### config.mk
export PLATFORM = sky130hd
export DESIGN_NAME = mbad_div
export DESIGN_NICKNAME = d
export VERILOG_FILES = /design/src/hw/rtl/mbad_pkg.sv /design/src/hw/rtl/mbad_div.sv
export SDC_FILE = /design/constraint.sdc
export NUM_CORES = 1
export LEC_CHECK = 0
export BUFFER_PORTS_ARGS = -buffer_cell sky130_fd_sc_hd__buf_4
export CORE_MARGIN = 2
export CORE_UTILIZATION = 57
export DETAILED_ROUTE_END_ITERATION = 12
export PLACE_DENSITY_LB_ADDON = 0.1
export SYNTH_ARGS = -nofsm -noshare
export SYNTH_HDL_FRONTEND = slang
export SYNTH_SLANG_ARGS = --single-unit
### constraint.sdc
create_clock -name clk -period 6.18 [get_ports clk]
set_clock_uncertainty 0.2 [all_clocks]
set_input_delay 0.618 -clock clk [delete_from_list [all_inputs] [get_ports clk]]
set_output_delay 0.618 -clock clk [all_outputs]
set_load 0.01 [all_outputs]
### src/hw/rtl/mbad_pkg.sv
package mbad_pkg;

  // Default sizes of the top level
  localparam int DEFAULT_MAX_BINS    = 4096;
  localparam int DEFAULT_MAX_DIM     = 1024;
  localparam int DEFAULT_SAMPLE_BITS = 16;

  // Fixed field widths
  localparam int SAMPLE_W   = 16;
  localparam int AVG_W      = 16;
  localparam int BINIDX_W   = 10;
  localparam int TBLOCK_W   = 16;
  localparam int ROWS_W     = 11;
  localparam int COLS_W     = 11;
  localparam int SF_W       = 5;
  localparam int TF_W       = 7;
  localparam int FRAMES_W   = 16;
  localparam int FIG_W      = 6;
  localparam int CFG_DATA_W = 16;
  localparam int CFG_IDX_W  = 3;

  // Register limits and reset values
  localparam int SF_MAX        = 16;
  localparam int TF_MAX        = 64;
  localparam int ROWS_RESET    = 512;
  localparam int COLS_RESET    = 512;
  localparam int SF_RESET      = 2;
  localparam int TF_RESET      = 1;
  localparam int FRAMES_RESET  = 1000;
  localparam int DIM_REG_MAX   = 2047;

  // Element count of a block: up to 16 * 16 * 64
  localparam int CNT_W   = 15;
  localparam int CNT_LOG = 14;

  typedef enum logic [CFG_IDX_W-1:0] {
    REG_ROWS   = 3'd0,
    REG_COLS   = 3'd1,
    REG_SPACE  = 3'd2,
    REG_TIME   = 3'd3,
    REG_FRAMES = 3'd4
  } cfg_reg_t;

  typedef struct packed {
    logic busy;
    logic done;
  } div_status_t;

endpackage

### src/hw/rtl/mbad_div.sv
module mbad_div #(
  parameter int NUM_W = 30,
  parameter int DEN_W = 15
) (
  input  logic                   clk,
  input  logic                   rst,
  input  logic                   start,
  input  logic [NUM_W-1:0]       num,
  input  logic [DEN_W-1:0]       den,
  output mbad_pkg::div_status_t  status,
  output logic [NUM_W-1:0]       quot,
  output logic [DEN_W-1:0]       rem
);

  localparam int CntW = $clog2(NUM_W + 1);

  logic [NUM_W-1:0] work;
  logic [DEN_W-1:0] rem_q;
  logic [DEN_W-1:0] den_q;
  logic [CntW-1:0]  count;
  logic             busy;
  logic             done;
  logic [DEN_W:0]   shifted;
  logic [DEN_W:0]   diff;
  logic             fits;

  // One restoring step per cycle, quotient bits shift in from the bottom
  assign shifted = {rem_q, work[NUM_W-1]};
  assign diff    = shifted - {1'b0, den_q};
  assign fits    = shifted >= {1'b0, den_q};

  always_ff @(posedge clk) begin
    if (rst) begin
      busy  <= 1'b0;
      done  <= 1'b0;
      count <= '0;
    end else begin
      done <= 1'b0;
      if (start) begin
        busy  <= 1'b1;
        count <= CntW'(NUM_W);
      end else if (busy) begin
        count <= count - CntW'(1);
        if (count == CntW'(1)) begin
          busy <= 1'b0;
          done <= 1'b1;
        end
      end
    end
  end

  always_ff @(posedge clk) begin
    if (start) begin
      work  <= num;
      rem_q <= '0;
      den_q <= den;
    end else if (busy) begin
      work  <= {work[NUM_W-2:0], fits};
      rem_q <= fits ? diff[DEN_W-1:0] : shifted[DEN_W-1:0];
    end
  end

  assign status.busy = busy;
  assign status.done = done;
  assign quot        = work;
  assign rem         = rem_q;

endmodule

# Yosys cells after proc, flatten, opt, wreduce, memory -nomap -nowiden

Index checks and enable logic that the tools add are counted.

Output and inout bits: 47
Latch bits: 0
Bits of input ports: 48
Memories: 0
Flip-flop bits (word level): 67
ROM bits: 0
Word-level logic and storage cells: 24
Bits in writable memories: 0

Reduce and logical (&&, ||, !) cells: 3
Shift operators: 0
$mul: 0
Add/sub/neg operators: 2
Multiplexer cells: 9
Eq/ne operators: 1
Bitwise gates (word level): 1
Divide/modulo/power cells: 0
Magnitude comparators: 1

Operator list:

| kind                                                                  | number |
|---|---|
| 30-bit 2-to-1 mux                                                     | 2 |
| 16-bit by 15-bit greater-or-equal comparator with 1-bit output        | 1 |
| 15-bit 2-to-1 mux                                                     | 1 |
| 15-bit subtractor                                                     | 1 |
| 5-bit 2-to-1 mux                                                      | 2 |
| 5-bit by 1-bit equality test with 1-bit output, second input constant | 1 |
| 5-bit by 1-bit subtractor with 5-bit output, second input constant    | 1 |
| 1-bit 2-to-1 mux                                                      | 4 |
| 3-bit OR reduction                                                    | 1 |
| 2-bit nonzero test                                                    | 1 |
| 2-bit OR reduction                                                    | 1 |
| 1-bit inverter                                                        | 1 |

# Longest topological paths before layout

Gate-level depths: netlist of run 1.

Depth in word-level cells: 4
Depth in mapped cells: 12
Gate-level depth less buffers: 10

# Least setup slack after synthesis of run 1

OpenSTA, ideal clock, no wires.

Kind: register to register
Start: register work[29] (netlist: quot[29])
End: register rem_q[3] (netlist: rem[3])
Slack: 3517 ps
Data arrival time: 2375 ps
Library setup time: 88 ps
Cell stages (with the launch flop): 13
Cells stage by stage: edfxtp_1 inv_1 ha_1 fa_1 nand2b_2 a21oi_2 a41oi_1 o21bai_2 a31o_1 buf_6 buf_12 nand2_2 a311oi_2

Cells in the longest elaborated chain, start to end: 2

Ends and longest elaborated chain:

| item                                                                                                | RTL line                       | RTL |
|---|---|---|
| start, declared                                                                                     | mbad_div.sv:17                 | `logic [NUM_W-1:0] work;` |
| start signal, assigned                                                                              | mbad_div.sv:54                 | `work <= num;` |
| start signal, assigned                                                                              | mbad_div.sv:58                 | `work <= {work[NUM_W-2:0], fits};` |
| 15-bit subtractor or 16-bit by 15-bit greater-or-equal comparator with 1-bit output (tied branches) | mbad_div.sv:29, mbad_div.sv:30 |  |
| 15-bit 2-to-1 mux *                                                                                 | mbad_div.sv:59                 | `rem_q <= fits ? diff[DEN_W-1:0] : shifted[DEN_W-1:0];` |
| end signal, assigned                                                                                | mbad_div.sv:59                 |  |
| end, declared                                                                                       | mbad_div.sv:18                 | `logic [DEN_W-1:0] rem_q;` |

Mark *: on every way between the ends. The rest lies on a longest branch, timed or not.
A chain may end at the register's enable or synchronous reset.

# Worst setup path after layout of run 1

Start: register work[29] (netlist: quot[29])
End: register rem_q[14] (netlist: rem[14])

The elaborated chain is that of the path after synthesis.

==> results of run 1 <==
-- routing by layer --
layer | GRT usage [%] | share of wire, % | wire, um
met4 | 12.2 | 2.9 | 208
met5 | 0 | 0 | 0
met1 | 29.4 | 44 | 3180
met2 | 35.1 | 46 | 3290
met3 | 7.07 | 7.3 | 528
-- layout make-up --
class,count,share of cell area (%)
inverters,20,1.72
multi-input cells,198,35.4
clock inverters,4,0.400
flip-flops and latches,67,41.0
repair buffers,95,16.3
well taps,75,2.15
clock buffers,12,3.09
-- flip-flops by register name (all words and copies together) (netlist names) --
name / cells
done: 1
busy: 1
rem: 15
count: 5
quot: 30
den_q: 15
-- layout by cell type, fill, tap and decap left out, types with 2 or more instances in the layout --
master and instances:
buf_4 95, edfxtp_1 45, mux2_2 30, nor2_1 24
dfxtp_1 22, inv_1 20, nand2_1 19, ha_1 17
a21oi_1 13, o21ai_0 10, clkbuf_8 9, xnor2_1 8
xor2_1 7, mux2i_1 6, nor3_1 5, a32oi_1 4
nand2_2 4, a311oi_2 4, nand3_1 3, a21o_1 3
a211oi_1 3, nand2b_1 3, clkbuf_1 3, o21a_1 2
nor2b_1 2, o211ai_1 2, a31oi_1 2, o31ai_1 2
a22o_1 2, clkinv_1 2, clkinv_2 2
-- per-stage QoR --
stage,setup WS (ns),instance area (um^2)
after CTS,3.07,4370
after global placement,3.17,4220
after detailed placement,3.08,4220
final,3.08,4370
after floorplan,3.52,3490
after global routing,2.84,4370
-- power groups by stage --
stage,combinational [W],sequential (W),clock (W)
2_1_floorplan,0.000129,0.000563,0
3_3_place_gp,0.000220,0.000556,0
3_5_place_dp,0.000224,0.000557,0
4_1_cts,0.000225,0.000548,0.000305
5_1_grt,0.000246,0.000553,0.000324
6_report,0.000224,0.000548,0.000303
-- worst paths after layout --
check             slack, ns  cells after the start        to
setup / recovery       3.08                     10   rem[14]
hold / removal         0.24                      1  den_q[8]
setup reg to reg       3.08                     10   rem[14]
hold reg to reg        0.31                      2    rem[7]
-- logic make-up (layout without fill, tap and decap cells) --
group                    count (synthesis)  count (layout)  share of synthesized area, %
flip-flops                              67              67                          51.3
AND/OR/NAND/NOR                         67              67                          8.95
AO/OA/AOI/OAI                           62              62                          13.5
multiplexers                            36              36                          11.4
buffers and inverters                   33             131                          4.44
adder cells (fa/ha/maj)                 18              18                          6.66
XOR/XNOR                                15              15                          3.76
==> run metrics, run 1 <==
final setup vio count 0; Worst Setup SP quot[29]; Internal Pwr Total 0.000779 W; top post-synthesis cells by count edfxtp_1 (45), mux2_2 (30), nor2_1 (24), dfxtp_1 (22), inv_1 (20); Max stage delay on crit path 0.66 ns; Critical R2R Launch quot[29]; Cell Area, Synth 0.00349 mm^2; site row count 28; WS Path Type reg2reg; Buf/Inv on CP 1; Routed WL 7.21 mm; CTS H-tree depth 3; Max Fclk 0.323 GHz; clk root buf clkbuf_8; antenna violations before repair 0; setup bufs post-CTS 0; Clock Latency Late Sink 0.35 ns; number of antenna diodes 0; Tmin final 3.10 ns; cts repair resizes 0; HPWL after DPL 5.10 mm; DR WL/cell 15.3 um; area occupied by multi-input gates 0.00155 mm^2; vias in the first global route 2517; hold_ws 0.245 ns; CP delay by family, top compound AO/OA/AOI/OAI gates; cells after synthesis 298; Core ar. 0.00592 mm^2; hold_sp den[8]; Comb power frac 20.8%; Final period util 50.1%; fraction of layout cells with a size suffix above 1 38.6%; Max Buffers Root-to-Sink 2; clock share of power 28.2%; Routed Antenna Nets 0; CP Max Fanout 15; Seq/Total Area, Yosys 51.3%; Leak 1.86 nW; Avg Inst Size Synth 11.7 um^2; drt pass-1 iters 4; maxcap violations 0; Setup crit end kind register; largest net degree at the start of global routing 60; worst slew pin tran 1.14 ns; via count 2611; post-layout util 73.9%; Unique masters post-synth 53; slowest stage cell, crit path a31o_1; Post-CTS Hold Fix Bufs 0; EDFF count, synth 45; CTS tree built; ys async rst share 0%; Synth area leader edfxtp_1; post-placement cell count 455; count of buffers from port buffering 94; Fillers 440; die span in x 82.3 um; setup TNS 0 ns; area grow syn2layout 25.2%; routability congestion estimate 0.920; global route overflow 0; Hold Vio Cnt, Final 0; Initial Utilization 59.0%; status complete, no violations; critical path data required time 6.26 ns; crit path DAT 3.18 ns; top-area cell type share of the netlist area 38.7%; most frequent cell after synthesis edfxtp_1; GRT Total Usage 23.0%; Seq pwr share 51.0%; Yosys warnings 0; die area 0.00677 mm^2; Max-slew headroom 23.9%; Hold/Removal Path Class in2reg; first-pass GRT wire length 11.6 mm; Die Y 82.3 um; switching pwr 0.000296 W; # IOs 95; fin cells 471; clk sinks 67; Worst setup SP type register; Synth Register Bits 67; Switching Fraction 27.5%; P per Cell Area 246 mW/mm^2; max-slew violation count 0; Net Count, Synth 364; fin nets 457; # DRC 0; Reg area 0.00179 mm^2; Synth area leaders edfxtp_1 (39%), dfxtp_1 (13%), mux2_2 (9.7%); overall power 0.00107 W; CTS clk-pin slew, worst paths 0.08 ns; CTS buffer count 9; iteration-0 DRC count of the detailed router 125; RSZ-0062 raised after global routing false; ys flop type edfxtp_1; critical path cell sequence inv_1 > ha_1 > fa_1 > nand2b_2 > a21oi_2 > a41oi_1 > o21bai_2 > a31o_1 > o311ai_0 > o21ai_0; via/cell ratio 5.54; peak supply drop 0.000187 V
No activity file was read; power rests on OpenSTA's default activity.
==> inputs of run 2 (changes only) <==
CORE_UTILIZATION = 47   (was 57)
clock period = 2.72 ns   (was 6.18 ns; I/O delays follow)
==> run 2 against run 1 <==
Against the previous run: die area grew 20%; global-route usage is 3.7 points lower; register-to-register slack worse by 3.0 ns; non-clock buffer count is 25 higher; critical path type unchanged; critical endpoint is now rem[2].
==> run metrics, run 2 (same netlist as run 1, synthesis figures left out) <==
status complete, no violations; Worst setup SP type register; commonest non-fill, non-tap cells in the layout buf_4 (102), edfxtp_1 (45), mux2_2 (30); largest net degree at the start of global routing 31 (-48%); site row count 31 (+11%); GRT Total Usage 19.3% (-3.7 points); global route overflow 0 (unchanged); P per Cell Area 585 mW/mm^2 (+140%); post-placement cell count 488 (+7.3%); max-slew violation count 0 (unchanged); die area 0.00814 mm^2 (+20%); routability congestion estimate 0.863 (-6.1%); Core ar. 0.00721 mm^2 (+22%); Routed Antenna Nets 0 (unchanged); depth of the worst register-to-register path 11 (+1); RSZ-0062 raised after global routing false; Initial Utilization 48.4% (-11 points); vias in the first global route 2717 (+7.9%); count of buffers from port buffering 94 (unchanged); WS Path Type reg2reg; iteration-0 DRC count of the detailed router 67 (-46%); Max Fclk 0.385 GHz (+19%); clk root buf clkbuf_8; Hold/Removal Path Class in2reg; # IOs 95 (unchanged); fraction of layout cells with a size suffix above 1 39.9% (+1.3 points); fin cells 520 (+10%); via count 2725 (+4.4%); max FFs per register 30 (unchanged); switching pwr 0.000691 W (+130%); critical path cell sequence inv_1 > ha_2 > fa_2 > nand2b_4 > a21oi_4 > a41oi_1 > o21bai_2 > a31o_1 > buf_6 > mux2i_1 > o21ai_0; Final period util 95.5% (+45 points); Tmin final 2.60 ns (-0.499 ns); DP Worst Slack 0.0332 ns (-3.04 ns); setup bufs post-CTS 0 (unchanged); maxcap violations 0 (unchanged); HPWL after DPL 5.54 mm (+8.6%); # DRC 0 (unchanged); Max stage delay on crit path 0.37 ns (-0.29 ns); clock share of power 35.2% (+7.0 points); clk sinks 67 (unchanged); setup TNS 0 ns (unchanged); CP Max Fanout 7 (-8); Comb power frac 20.1% (-0.7 points); Switching Fraction 24.9% (-2.6 points); first-pass GRT wire length 12.7 mm (+9.7%); Routed WL 7.72 mm (+7.1%); peak supply drop 0.000341 V (+82%); overall power 0.00277 W (+160%); CTS clk-pin slew, worst paths 0.07 ns (about the same); DR WL/cell 14.8 um (-3.0%); Leak 2.02 nW (+8.4%); Hold Vio Cnt, Final 0 (unchanged); Buf/Inv on CP 2 (+1); critical path data required time 2.73 ns (-3.53 ns); Max Buffers Root-to-Sink 2 (unchanged); post-layout instance area 0.00474 mm^2 (+8.4%); die span in x 90.2 um (+9.6%); worst slew pin tran 0.614 ns (-0.527 ns); number of antenna diodes 0 (unchanged); via/cell ratio 5.24 (-5.5%); Setup crit end kind register; CTS tree built; drt pass-1 iters 4 (unchanged); Internal Pwr Total 0.00208 W (+170%); fin nets 482 (+5.5%); placed cell area 0.00432 mm^2 (+2.3%); most common cell after layout, fill and taps aside buf_4; slowest stage cell, crit path fa_2; Max-slew headroom 59.0% (+35 points); CP delay by family, top compound AO/OA/AOI/OAI gates; CTS H-tree depth 3 (unchanged); antenna violations before repair 0 (unchanged); min setup slack post-route 0.123 ns (-2.96 ns); Seq pwr share 44.7% (-6.3 points); hold path cells 2 (+1); WP depth 11 (+1); CTS buffer count 9 (unchanged); final setup vio count 0 (unchanged); Clock Latency Late Sink 0.34 ns (about the same); area grow syn2layout 35.6%; Die Y 90.2 um (+9.6%); crit path DAT 2.60 ns (-0.58 ns)
run 2: metal layers:
layer | global-route usage [%] | wire (um)
met1 | 24.9 | 3380
met2 | 31.4 | 3720
met3 | 4.78 | 492
met4 | 7.56 | 127
met5 | 0 | 0
run 2: cell type report:
type,instances,area (um^2)
multi-input cells,198,1570
clock inverters,6,104
clock buffers,10,128
inverters,20,75.1
repair buffers,120,948
fillers,620,2470
flip-flops and latches,67,1790
well taps,99,124
run 2: worst paths after layout:
| kind | slack, ns | to | startpoint |
|---|---|---|---|
| worst min-delay path | 0.03 | quot[16] | num[16] |
| worst min register to register | 0.31 | rem[4] | rem[4] |
| worst max-delay path | 0.12 | rem[2] | quot[29] |
| worst max register to register | 0.12 | rem[2] | quot[29] |
run 2: stage by stage:
stage	hold WS, ns	utilization, %
floorplan	0.144	-
global placement	0.250	59.9
detailed placement	0.252	59.9
CTS	0.0152	65.3
global route	0.0181	65.7
finish	0.0339	65.7
run 2: repair_timing:
action / 4_1_cts / 5_1_grt
gates resized for setup: 0 / 7
setup endpoints to repair: 0 / 15
hold endpoints to repair: 22 / 0
hold buffers: 16 / 0
run 2: worst register-to-register path, stage by stage, from the launching register on:
cell and delay (ns):
edfxtp_1 0.35, inv_1 0.06, ha_2 0.20, fa_2 0.37, nand2b_4 0.17, a21oi_4 0.17, a41oi_1 0.08, o21bai_2 0.23
a31o_1 0.22, buf_6 0.16, mux2i_1 0.18, o21ai_0 0.09
run 2: power by group through the flow:
stage | combinational [W] | sequential [W] | clock, W
finish | 0.000558 | 0.00124 | 0.000975
global route | 0.000611 | 0.00125 | 0.00104
CTS | 0.000551 | 0.00124 | 0.000991
detailed placement | 0.000530 | 0.00126 | 0
global placement | 0.000526 | 0.00126 | 0
floorplan | 0.000293 | 0.00128 | 0
